### config.mk
export PLATFORM = sky130hd
export DESIGN_NAME = slac_cfg
export DESIGN_NICKNAME = d
export VERILOG_FILES = /design/src/rtl/core/slac_pkg.sv /design/src/rtl/core/slac_cfg.sv
export SDC_FILE = /design/constraint.sdc
export NUM_CORES = 1
export LEC_CHECK = 0
export BUFFER_PORTS_ARGS = -buffer_cell sky130_fd_sc_hd__buf_2
export CORE_ASPECT_RATIO = 1.25
export CORE_MARGIN = 2
export CORE_UTILIZATION = 32
export DETAILED_ROUTE_END_ITERATION = 12
export PLACE_DENSITY = 0.86
export SYNTH_ARGS = -nofsm -noshare
export SYNTH_HDL_FRONTEND = slang
export SYNTH_SLANG_ARGS = --single-unit
### constraint.sdc
create_clock -name clk_i -period 2.02 [get_ports clk_i]
set_clock_uncertainty 0.1 [all_clocks]
set_input_delay 0.303 -clock clk_i [delete_from_list [all_inputs] [get_ports clk_i]]
set_output_delay 0.303 -clock clk_i [all_outputs]
set_load 0.1 [all_outputs]
### src/rtl/core/slac_pkg.sv
// Shared types, constants and helpers for the set-associative LRU cache lookup.
// Used by every module of the block. No dependencies.
package slac_pkg;

  localparam int MAX_SETS = 256;
  localparam int WAYS     = 4;
  localparam int SET_W    = (MAX_SETS > 1) ? $clog2(MAX_SETS) : 1;
  localparam int WAY_W    = (WAYS > 1) ? $clog2(WAYS) : 1;
  localparam int TAG_W    = 32;
  localparam int ADDR_W   = 32;
  localparam int CNT_W    = 32;
  localparam int OFS_W    = 3;
  localparam int IB_W     = 4;
  // Largest index width whose set count still fits in the store.
  localparam int IDX_BITS_MAX = $clog2(MAX_SETS + 1) - 1;

  localparam logic [1:0] REQ_READ  = 2'd0;
  localparam logic [1:0] REQ_WRITE = 2'd1;
  localparam logic [1:0] REQ_FETCH = 2'd2;
  localparam logic [1:0] REQ_RSVD  = 2'd3;

  localparam int         CFG_ADDR_W     = 3;
  localparam logic [0:0] CFG_OFFSET_BITS = 1'b0;
  localparam logic [0:0] CFG_INDEX_BITS  = 1'b1;

  localparam logic [OFS_W-1:0] OFFSET_BITS_RST = 3'd6;
  localparam logic [IB_W-1:0]  INDEX_BITS_RST  = 4'd8;

  // One set: tags, state bits and recency order (entry 0 is most recent).
  typedef struct packed {
    logic [WAYS-1:0][TAG_W-1:0] tag;
    logic [WAYS-1:0]            valid;
    logic [WAYS-1:0]            dirty;
    logic [WAYS-1:0][WAY_W-1:0] lru;
  } row_t;

  typedef struct packed {
    logic [OFS_W-1:0] offset_bits;
    logic [IB_W-1:0]  index_bits;
  } cfg_t;

  typedef struct packed {
    logic             hit;
    logic             wb;
    logic [WAY_W-1:0] way;
  } lkup_res_t;

  function automatic row_t reset_row();
    row_t r;
    r = '0;
    for (int p = 0; p < WAYS; p++) begin
      r.lru[p] = WAY_W'(p);
    end
    return r;
  endfunction

endpackage

### src/rtl/core/slac_cfg.sv
// APB-style configuration registers: line offset width and set index width.
// Depends on slac_pkg.
module slac_cfg import slac_pkg::*; (
  input  logic                  clk_i,
  input  logic                  rst_ni,
  input  logic                  psel,
  input  logic                  penable,
  input  logic                  pwrite,
  input  logic [CFG_ADDR_W-1:0] paddr,
  input  logic [31:0]           pwdata,
  output logic [31:0]           prdata,
  output logic                  pready,
  output cfg_t                  cfg_o
);

  logic [OFS_W-1:0] offset_bits_q, offset_bits_d;
  logic [IB_W-1:0]  index_bits_q, index_bits_d;
  logic             wr_en;
  logic [0:0]       reg_sel;

  assign pready  = 1'b1;
  assign wr_en   = psel && penable && pwrite;
  assign reg_sel = paddr[2];

  always_comb begin
    offset_bits_d = offset_bits_q;
    index_bits_d  = index_bits_q;
    if (wr_en) begin
      unique case (reg_sel)
        CFG_OFFSET_BITS: offset_bits_d = pwdata[OFS_W-1:0];
        CFG_INDEX_BITS:  index_bits_d  = pwdata[IB_W-1:0];
        default: ;
      endcase
    end
  end

  always_ff @(posedge clk_i or negedge rst_ni) begin
    if (!rst_ni) begin
      offset_bits_q <= OFFSET_BITS_RST;
      index_bits_q  <= INDEX_BITS_RST;
    end else begin
      offset_bits_q <= offset_bits_d;
      index_bits_q  <= index_bits_d;
    end
  end

  always_comb begin
    unique case (reg_sel)
      CFG_OFFSET_BITS: prdata = 32'(offset_bits_q);
      CFG_INDEX_BITS:  prdata = 32'(index_bits_q);
      default:         prdata = '0;
    endcase
  end

  assign cfg_o.offset_bits = offset_bits_q;
  assign cfg_o.index_bits  = index_bits_q;

endmodule

==> results.sh <==
export IMPL_status="finished clean"
export IMPL_r2r_start="index_bits_q[1]"
export IMPL_hold_class="in -> reg"
export IMPL_synth_top_family_by_area="buffers and inverters"
export IMPL_rr_endpoint="index_bits_q[1]"
export IMPL_diodes=0
export IMPL_std_cell_rows=16
export IMPL_io_pins=80
export IMPL_drive_gt1_share_pct=52.7
export IMPL_numPortBuffers=20
export IMPL_dp_hpwl_microns=729
export IMPL_cp_arrival_ns=1.36
export IMPL_cp_required_ns=1.62
export IMPL_final_common_cell="conb_1"
export IMPL_setup_violations=0
export IMPL_grt_overflow_total=0
export IMPL_grt_total_usage_pct=8.74
export IMPL_clk_latency_ns=0.25
export IMPL_path_clk_slew_ns=0.05
export IMPL_crit_type="reg -> out"
export IMPL_p_comb_share_pct=68.4
export IMPL_peakVddDrop_mv=0.789
export IMPL_dieArea_sq_um=2100
export IMPL_synth_compound_area_share_pct=0
export IMPL_synthAdderAreaFrac_pct=0
export IMPL_routed_via_count=352
export IMPL_fp_dieW_microns=41.4
export IMPL_power_frac_seq_pct=19.4
export IMPL_ys_types=8
export IMPL_drtIter0Drc=0
export IMPL_tns_ns=0
export IMPL_fin_crit_ns=1.76
export IMPL_intPower_mw=0.335
export IMPL_p_sw_share_pct=68.1
export IMPL_postSynthAreaPerCell_sq_um=11.0
export IMPL_cts_tree="built"
export IMPL_ys_seq_area_share_pct=31.9
export IMPL_core_area_sq_um=1600
export IMPL_slew_violations=0
export IMPL_r2r_slack_ns=1.14
export IMPL_dr_pass1_iters=1
export IMPL_first_global_vias=339
export IMPL_layout_nets=115
export IMPL_cts_sinks=7
export IMPL_hold_path_startpoint="pwdata[3]"
export IMPL_ant_nets=0
export IMPL_syn_area_sq_um=561
export IMPL_grt_pass1_wl_microns=1430
export IMPL_wl_per_cell_microns=9.45
export IMPL_critPathLaunchType="register"
export IMPL_pwr_density_cell_nw_per_um2=1740
export IMPL_finalWirelength_microns=869
export IMPL_die_h_microns=50.8
export IMPL_max_freq_mhz=568
export IMPL_yosysWarnings=0
export IMPL_period_share_pct=87.2
export IMPL_power_frac_clock_pct=12.3
export IMPL_holdPathStages=2
export IMPL_cp_startpoint="offset_bits_q[2]"
export IMPL_syn_instance_count=51
export IMPL_initial_core_util_pct=35.0
export IMPL_htree_levels=1
export IMPL_drv_cap=0
export IMPL_min_to="index_bits_q[3]"
export IMPL_area_growth_pct=7.59
export IMPL_vias_per_cell=3.83
export IMPL_synth_seq_cells=7
export IMPL_leakage_nw=0.342
export IMPL_post_cts_buffers=0
export IMPL_antenna_found_initial=0
export IMPL_grt_max_degree=8
export IMPL_cp_end_kind="output port"
export IMPL_rsz0062_at_grt="false"
export IMPL_r2r_cells=1
export IMPL_synthSimpleGateAreaFrac_pct=7.81
export IMPL_most_common_layout_cells="conb_1 (29), buf_2 (20), mux2_2 (10)"
export IMPL_cts_buffer_depth=2
export IMPL_hold_ws_ns=0.183
export IMPL_drc=0
export IMPL_p_sw_mw=0.715
export IMPL_gp_congestion=0.714
export IMPL_cp_max_fo=3
export IMPL_cts_buffers=3
export IMPL_finalHoldViolCount=0
export IMPL_cts_root_buf="clkbuf_4"
export IMPL_synthXorXnorAreaFrac_pct=0
export IMPL_synth_mux_area_share_pct=20.1
export IMPL_finalPower_mw=1.05
==> cells in the mapped netlist <==
cell type	number	area [sq um]
buf_4	29	218
mux2_2	10	113
dfrtp_1	4	100
dfstp_2	3	78.8
conb_1	2	7.51
and2_2	1	7.51
nand4_2	1	12.5
nand4b_4	1	23.8
==> power by group through the flow <==
stage          Combinational (mW)  Sequential, mW  Clock (mW)
2_1_floorplan               0.459           0.435           0
3_3_place_gp                0.713           0.201           0
3_5_place_dp                0.716           0.205           0
4_1_cts                     0.718           0.203       0.135
5_1_grt                     0.731           0.208       0.141
6_report                    0.718           0.203       0.129
==> state kept, by name, indices dropped and copies added, names as in the netlist <==
register       count
index_bits_q       4
offset_bits_q      3
==> cells by family (layout without fill, tap and decap cells) <==
family / count (synthesis) / in the layout
other: 2 / 29
DFF: 7 / 7
and+or+nand+nor: 3 / 3
muxes: 10 / 10
buffers and inverters: 29 / 25
==> critical path, cell delays in order, from the launching register on <==
cell	delay (ns)
dfstp_2	0.54
mux2_2	0.15
buf_2	0.42
==> area by class of cell <==
type                       instances  area (sq um)
fill                             155           998
multi-input combinational         42           265
sequential                         7           179
timing repair buffer              21           110
clock buffer                       4          26.3
tap                               18          22.5
==> worst max-delay path by stage <==
stage                      endpoint  slack (ns)  depth (start not counted)
after floorplan           prdata[0]        0.05                          1
after global placement    prdata[1]        0.53                          3
after detailed placement  prdata[2]        0.51                          3
after CTS                 prdata[2]        0.24                          2
after global routing      prdata[2]        0.23                          2
final                     prdata[2]        0.26                          2
==> stage by stage <==
step | setup slack [ns] | area (sq um) | utilization, % | cells
2_1_floorplan | 0.0521 | 662 | - | 78
3_3_place_gp | 0.531 | 567 | 35.4 | 87
3_5_place_dp | 0.506 | 567 | 35.4 | 87
4_1_cts | 0.240 | 603 | 37.7 | 92
5_1_grt | 0.230 | 603 | 37.7 | 92
6_report | 0.259 | 603 | 37.7 | 92
==> layer usage <==
layer	track usage (%)	up-vias	share of wire (%)
met2	17.2	38	57
met1	7.47	162	30
met5	0	-	0
li1	-	152	-
met4	6.45	0	0
met3	1.80	0	13
==> repair_timing <==
action | CTS | global route
hold endpoints to repair | 7 | 0
hold buffers | 1 | 0
resized for setup | 0 | 0
Power figures use the tool's default switching activity.
