===== src/rtl/core/slac_pkg.sv =====
// Shared types, constants and helpers for the set-associative LRU cache lookup.
// Used by every module of the block. No dependencies.
package slac_pkg;

  localparam int MAX_SETS = 256;
  localparam int WAYS     = 4;
  localparam int SET_W    = (MAX_SETS > 1) ? $clog2(MAX_SETS) : 1;
  localparam int WAY_W    = (WAYS > 1) ? $clog2(WAYS) : 1;
  localparam int TAG_W    = 32;
  localparam int ADDR_W   = 32;
  localparam int CNT_W    = 32;
  localparam int OFS_W    = 3;
  localparam int IB_W     = 4;
  // Largest index width whose set count still fits in the store.
  localparam int IDX_BITS_MAX = $clog2(MAX_SETS + 1) - 1;

  localparam logic [1:0] REQ_READ  = 2'd0;
  localparam logic [1:0] REQ_WRITE = 2'd1;
  localparam logic [1:0] REQ_FETCH = 2'd2;
  localparam logic [1:0] REQ_RSVD  = 2'd3;

  localparam int         CFG_ADDR_W     = 3;
  localparam logic [0:0] CFG_OFFSET_BITS = 1'b0;
  localparam logic [0:0] CFG_INDEX_BITS  = 1'b1;

  localparam logic [OFS_W-1:0] OFFSET_BITS_RST = 3'd6;
  localparam logic [IB_W-1:0]  INDEX_BITS_RST  = 4'd8;

  // One set: tags, state bits and recency order (entry 0 is most recent).
  typedef struct packed {
    logic [WAYS-1:0][TAG_W-1:0] tag;
    logic [WAYS-1:0]            valid;
    logic [WAYS-1:0]            dirty;
    logic [WAYS-1:0][WAY_W-1:0] lru;
  } row_t;

  typedef struct packed {
    logic [OFS_W-1:0] offset_bits;
    logic [IB_W-1:0]  index_bits;
  } cfg_t;

  typedef struct packed {
    logic             hit;
    logic             wb;
    logic [WAY_W-1:0] way;
  } lkup_res_t;

  function automatic row_t reset_row();
    row_t r;
    r = '0;
    for (int p = 0; p < WAYS; p++) begin
      r.lru[p] = WAY_W'(p);
    end
    return r;
  endfunction

endpackage


===== src/rtl/core/slac_lookup.sv =====
// Tag compare, victim choice and LRU update for one set row.
// Purely combinational. Depends on slac_pkg.
module slac_lookup import slac_pkg::*; (
  input  row_t             row_i,
  input  logic [1:0]       kind_i,
  input  logic [TAG_W-1:0] tag_i,
  output row_t             row_o,
  output lkup_res_t        res_o
);

  logic [WAYS-1:0]  hit_vec;
  logic             hit;
  logic             full;
  logic             access;
  logic             is_write;
  logic [WAY_W-1:0] hit_way;
  logic [WAY_W-1:0] free_way;
  logic [WAY_W-1:0] victim;
  logic [WAY_W-1:0] way;
  logic [WAY_W-1:0] pos;

  assign access   = (kind_i != REQ_RSVD);
  assign is_write = (kind_i == REQ_WRITE);
  assign full     = &row_i.valid;
  assign hit      = |hit_vec;
  assign victim   = row_i.lru[WAYS-1];

  always_comb begin
    hit_way  = '0;
    free_way = '0;
    for (int w = WAYS - 1; w >= 0; w--) begin
      hit_vec[w] = row_i.valid[w] && (row_i.tag[w] == tag_i);
      if (hit_vec[w]) begin
        hit_way = WAY_W'(w);
      end
      if (!row_i.valid[w]) begin
        free_way = WAY_W'(w);
      end
    end
  end

  assign way = hit ? hit_way : (full ? victim : free_way);

  // Position of the used way in the recency list; the list is always a permutation.
  always_comb begin
    pos = WAY_W'(WAYS - 1);
    for (int p = WAYS - 1; p >= 0; p--) begin
      if (row_i.lru[p] == way) begin
        pos = WAY_W'(p);
      end
    end
  end

  always_comb begin
    row_o = row_i;
    if (access) begin
      if (hit) begin
        if (is_write) begin
          row_o.dirty[way] = 1'b1;
        end
      end else begin
        row_o.tag[way]   = tag_i;
        row_o.valid[way] = 1'b1;
        row_o.dirty[way] = is_write;
      end
      row_o.lru[0] = way;
      for (int p = 1; p < WAYS; p++) begin
        row_o.lru[p] = (WAY_W'(p) <= pos) ? row_i.lru[p-1] : row_i.lru[p];
      end
    end
  end

  assign res_o.hit = access && hit;
  assign res_o.wb  = access && !hit && full && row_i.dirty[victim];
  assign res_o.way = access ? way : '0;

endmodule


===== config.mk =====
export PLATFORM = sky130hd
export DESIGN_NAME = slac_lookup
export DESIGN_NICKNAME = d
export VERILOG_FILES = /design/src/rtl/core/slac_pkg.sv /design/src/rtl/core/slac_lookup.sv
export SDC_FILE = /design/constraint.sdc
export NUM_CORES = 1
export LEC_CHECK = 0
export ABC_AREA = 1
export BUFFER_PORTS_ARGS = -buffer_cell sky130_fd_sc_hd__buf_2
export CORE_AREA = 2 2 127 129
export DETAILED_ROUTE_END_ITERATION = 12
export DIE_AREA = 0 0 129 131
export PLACE_DENSITY_LB_ADDON = 0.15
export SLEW_MARGIN = 20
export SYNTH_ARGS = -nofsm -noshare
export SYNTH_HDL_FRONTEND = slang
export SYNTH_SLANG_ARGS = --single-unit
export TNS_END_PERCENT = 50

===== constraint.sdc =====
create_clock -name vclk -period 1.8
set_input_delay 0.09 -clock vclk [all_inputs]
set_output_delay 0.09 -clock vclk [all_outputs]
set_load 0.1 [all_outputs]

==> results of run 1 <==
## cell usage after synthesis, drive strengths merged, types with 4 or more instances
| cell | n | area, sq um |
|---|---|---|
| nor2 | 87 | 361.6 |
| a22o | 4 | 35.03 |
| inv | 146 | 550.5 |
| nand3 | 30 | 162.7 |
| buf | 25 | 246.5 |
| or2 | 9 | 56.31 |
| xor2 | 7 | 61.31 |
| nand2 | 462 | 1769 |
| o21ai | 145 | 815.8 |
| clkbuf | 7 | 30.02 |
| a21oi | 4 | 20.02 |
| xnor2 | 25 | 219.0 |
## power groups by stage
stage / combinational (W) / sequential [W] / clock (W)
6_report: 0.00643 / 0 / 0.000000000224
5_1_grt: 0.00663 / 0 / 0.0000000000742
4_1_cts: 0.00600 / 0 / 0
3_5_place_dp: 0.00574 / 0 / 0
3_3_place_gp: 0.00571 / 0 / 0
2_1_floorplan: 0.00349 / 0 / 0
## logic make-up after synthesis
kind of cell	after synthesis	share of synthesized area (%)
and+or+nand+nor	595	54.13
AOI/OAI and AO/OA	159	20.81
xor gates and xnor gates	32	6.342
buffers and inverters	178	18.71
## per-layer routing
layer  up-vias  global-route usage [%]
li1       3998                       -
met1      3978                   36.98
met2       483                   61.31
met3       117                   5.945
met4         0                   12.66
met5         -                       0
## path summary, 6_finish.rpt
kind	slack (ns)	cells after the start	startpoint	end
setup / recovery	-0.78	20	tag_i[10]	row_o[38]
hold / removal	0.57	3	row_i[10]	row_o[10]
## final cells by class
type / count / area, sq um
multi-input cells: 787 / 5406
inverters: 146 / 590.6
diodes: 3 / 7.507
repair buffers: 544 / 6127
fillers: 1058 / 3196
well taps: 216 / 270.3
## timing repair
item,in CTS,in global routing
resized for setup,79,199
pin swaps,15,50
setup buffers,32,12
cloned,7,12
endpoints found under the setup margin,148,148
## per-stage QoR
stage               instance area (sq um)  worst slack [ns]  power [W]
global placement                    10540           -0.7831   0.005708
finish                              12400           -0.7835   0.006429
floorplan                            5443           -0.7663   0.003489
global route                        12400           -0.8615   0.006630
CTS                                 11270           -0.6784   0.006000
detailed placement                  10540           -0.8093   0.005745
==> impl_metrics.csv, run 1 <==
group,metric,value,unit
final_layout,finish.utilization,79.51,%
cts,holdBufCountCts,0,
setup_path,crit_path_max_incr_delay,0.20,ns
timing,rsz0062_at_grt,"true",
setup_path,cp_max_fo,7,
placed_design,io_buffers,326,
setup_path,worstSetupPathType,"input port to primary output",
grt,grt-ovfl-total,0,
setup_path,critPathCaptureType,"primary output",
logic_synthesis,synth_fp_nets,1142,
final_layout,seq_area,0,sq um
final_layout,num-nets-final,1657,
logic_synthesis,ys_types,36,
power,share_seq_of_total_power,0,%
setup_path,cp_slowest_cell,"nor2_4",
power,internal_power,0.002360,W
setup_path,cp_common_cell,"nand2_2",
die,chipWidth,129,um
timing,slew_headroom,77.53,%
final_layout,final_common_cell,"nand2_1",
timing,worst_pin_slew,0.3336,ns
grt,grtUsageTotal,32.81,%
power,p_leak,6.376,nW
power,p_per_area,518.4,nW/um^2
logic_synthesis,synthCells,964,
power,sw_frac_of_total,63.29,%
setup_path,crit_buf_inv,6,
final_layout,syn_to_final_growth,180.6,%
placed_design,dp_cells,1634,
status,violations,"setup timing",
power,combPwrFrac,100.0,%
logic_synthesis,syn_avg_cell_area,4.584,sq um
timing,hold_viol,0,
final_layout,num-clock-buffers,0,
drt,vias,8576,
logic_synthesis,seq_area_frac_synth,0,%
die,io_pins,326,
die,die_area,16900,sq um
drt,m1WireLength,11.96,mm
logic_synthesis,ys.warnings.count,0,
grt,antenna_found_initial,1,
power,ir_worst_vdd,0.0004047,V
timing,fin_ws,-0.7835,ns
power,clockPowerShare,0,%
die,die_h,131,um
timing,fin_crit_sh,143.5,%
timing,tns,-103.21,ns
final_layout,final_cell_count_no_fill,1696,
placed_design,hpwl,23.76,mm
drt,drt_wl_total,32.91,mm
die,std_cell_rows,46,
timing,min_period,2.584,ns
placed_design,gp_congestion,0.9392,
final_layout,nFlopsAndLatches,0,
drt,first_pass_iters,5,
drt,via_per_inst,5.057,
drt,route.met3.wl,2.573,mm
drt,dr_wl_met2,16.63,mm
final_layout,final_layout_size_suffix_gt1_share,59.38,%
timing,slew_violations,0,
grt,grt_pass1_vias,8058,
setup_path,cp_data_required_time,1.71,ns
setup_path,worstPathCellList,"buf_8, clkinvlp_4, nand2_2, nand2_2, nor2_4, nand2_2, inv_2, nand2_2, nor2_2, nand3_2, nand2_1, nand2_1, nand2_2, nand2_8, nor2_4, nand2_8, buf_12, buf_16, o21ai_4, buf_12",
hold_path,hp-class,"input port to primary output",
drt,drtIter0Drc,653,
setup_path,arrival,2.49,ns
timing,finalSetupViolCount,148,
final_layout,mostFrequentLayoutCells,"356 x nand2_1, 169 x buf_2, 165 x buf_4",
drt,wl_per_cell,19.41,um
drt,drc,0,
setup_path,crit_family,"simple AND/OR/NAND/NOR gates",
setup_path,startpoint_type,"input port",
timing,max_freq,387.1,MHz
grt,grt_max_degree,28,
logic_synthesis,synthesis.area,4419,sq um
drt,drtAntennaViolNets,0,
die,initial_core_util,28.33,%
power,p_sw,0.004069,W
flow_run,maxCapViolCount,0,
grt,grt_pass1_wl,42.84,mm
status,status,"complete, but fails checks",
die,coreArea,15600,sq um
drt,top_layer,"met4",
timing,whs,0.5726,ns
Power figures use the tool's default switching activity.
==> inputs of run 2 (changes only) <==
--- a/config.mk
+++ b/config.mk
@@ -7,9 +7,9 @@
 export LEC_CHECK = 0
 export ABC_AREA = 1
 export BUFFER_PORTS_ARGS = -buffer_cell sky130_fd_sc_hd__buf_2
-export CORE_AREA = 2 2 127 129
+export CORE_AREA = 2 2 128 130
 export DETAILED_ROUTE_END_ITERATION = 12
-export DIE_AREA = 0 0 129 131
+export DIE_AREA = 0 0 130 132
 export PLACE_DENSITY_LB_ADDON = 0.15
 export SLEW_MARGIN = 20
 export SYNTH_ARGS = -nofsm -noshare
==> constraint.sdc (replaced) <==
create_clock -name vclk -period 3.31
set_input_delay 0.1655 -clock vclk [all_inputs]
set_output_delay 0.1655 -clock vclk [all_outputs]
set_load 0.1 [all_outputs]
==> run 2 against run 1 <==
Effect of this change: core utilization is 27 points lower; total power down 58%; critical path type unchanged; the run now ends clean; hold slack improved by 0.16 ns.
==> impl_metrics.csv, run 2 (same netlist as run 1, synthesis figures left out) <==
group,metric,value,unit
timing,slew_headroom,65.55,%
timing,fin_crit_sh,89.93,%
placed_design,hpwl,21.68,mm
die,chipWidth,130,um
timing,max_freq,335.9,MHz
hold_path,holdPathStages,4,
final_layout,nFlopsAndLatches,0,
final_layout,num-clock-buffers,0,
placed_design,io_buffers,326,
drt,vias,6875,
final_layout,final_common_cell,"nand2_1",
timing,finalSetupViolCount,0,
timing,rsz0062_at_grt,"false",
cts,cts_resized,0,
final_layout,syn_to_final_growth,84.99,%
power,p_per_area,331.5,nW/um^2
placed_design,place_ws,0.1445,ns
die,die_h,132,um
grt,grtUsageTotal,28.63,%
final_layout,mostFrequentLayoutCells,"450 x nand2_1, 193 x buf_2, 137 x buf_12",
cts,holdBufCountCts,0,
grt,antenna_found_initial,4,
final_layout,finish.utilization,52.03,%
setup_path,critPathCaptureType,"primary output",
timing,fin_ws,0.3333,ns
drt,drc,0,
die,std_cell_rows,46,
timing,slew_violations,0,
die,coreArea,15710,sq um
die,io_pins,326,
grt,grt-ovfl-total,0,
placed_design,gp_congestion,0.9593,
setup_path,worstSetupPathType,"input port to primary output",
drt,first_pass_iters,5,
status,status,"complete, no violations",
grt,grt_pass1_wl,38.41,mm
final_layout,num-nets-final,1446,
timing,hold_viol,0,
drt,wl_per_cell,16.72,um
final_layout,final_layout_size_suffix_gt1_share,32.31,%
drt,drtAntennaViolNets,0,
timing,min_period,2.977,ns
final_layout,seq_area,0,sq um
setup_path,cp_data_required_time,3.14,ns
cts,post-cts-setup-buffers,0,
grt,grt_pass1_vias,6857,
drt,drt_wl_total,24.83,mm
power,ir_worst_vdd,0.0002356,V
flow_run,maxCapViolCount,0,
setup_path,arrival,2.81,ns
drt,via_per_inst,4.630,
hold_path,hp-class,"input port to primary output",
timing,worst_pin_slew,0.5203,ns
die,die_area,17160,sq um
setup_path,cp_max_fo,38,
grt,grt_max_degree,51,
drt,drtIter0Drc,427,
setup_path,startpoint_type,"input port",
power,p_leak,4.700,nW
die,initial_core_util,28.13,%
-- run 2: power by group --
group	switching (W)	internal (W)	leakage, nW	total [W]
Combinational	0.00187	0.000839	4.70	0.00271
Sequential	0	0	0	0
Clock	0	0.000000000121	0.0000190	0.000000000121
Total	0.00187	0.000839	4.70	0.00271
-- run 2: layer usage --
layer	vias up	wire length (um)	global-route usage [%]
met5	-	0	0
met4	0	423	4.839
met3	32	2045	5.479
met2	295	12110	50.58
met1	3002	10260	36.22
li1	3546	-	-
-- run 2: area by class of cell --
class	count	area, sq um
inverter	146	550.5
tap	216	270.3
fill	1662	7537
antenna	3	7.507
timing repair buffer	334	3739
multi-input combinational	786	3608
-- run 2: path summary, 6_finish.rpt --
| path | from | end | slack, ns |
|---|---|---|---|
| worst min-delay path | row_i[62] | row_o[62] | 0.74 |
| worst max-delay path | tag_i[30] | row_o[88] | 0.33 |
-- run 2: worst max-delay path: stages --
cell     delay, ns
buf_2         0.14
xnor2_1       0.32
nand2_1       0.09
nor2_1        0.16
nand2_1       0.07
nor2_1        0.19
nand3_1       0.13
nand3_1       0.21
nand2_4       0.13
nor2_2        0.19
nand2_4       0.21
buf_12        0.24
o21ai_0       0.32
buf_12        0.22
-- run 2: per-stage QoR --
| step | hold slack, ns | TNS, ns | power [W] | instance area, sq um | cells |
|---|---|---|---|---|---|
| finish | 0.7374 | 0 | 0.002710 | 8175 | 1485 |
| global route | 0.7515 | 0 | 0.002834 | 8175 | 1485 |
| CTS | 0.7365 | 0 | 0.002717 | 8163 | 1482 |
| detailed placement | 0.7359 | 0 | 0.002713 | 8163 | 1482 |
| global placement | 0.7276 | 0 | 0.002706 | 8163 | 1482 |
| floorplan | 0.6365 | -11.76 | 0.001696 | 4425 | 964 |
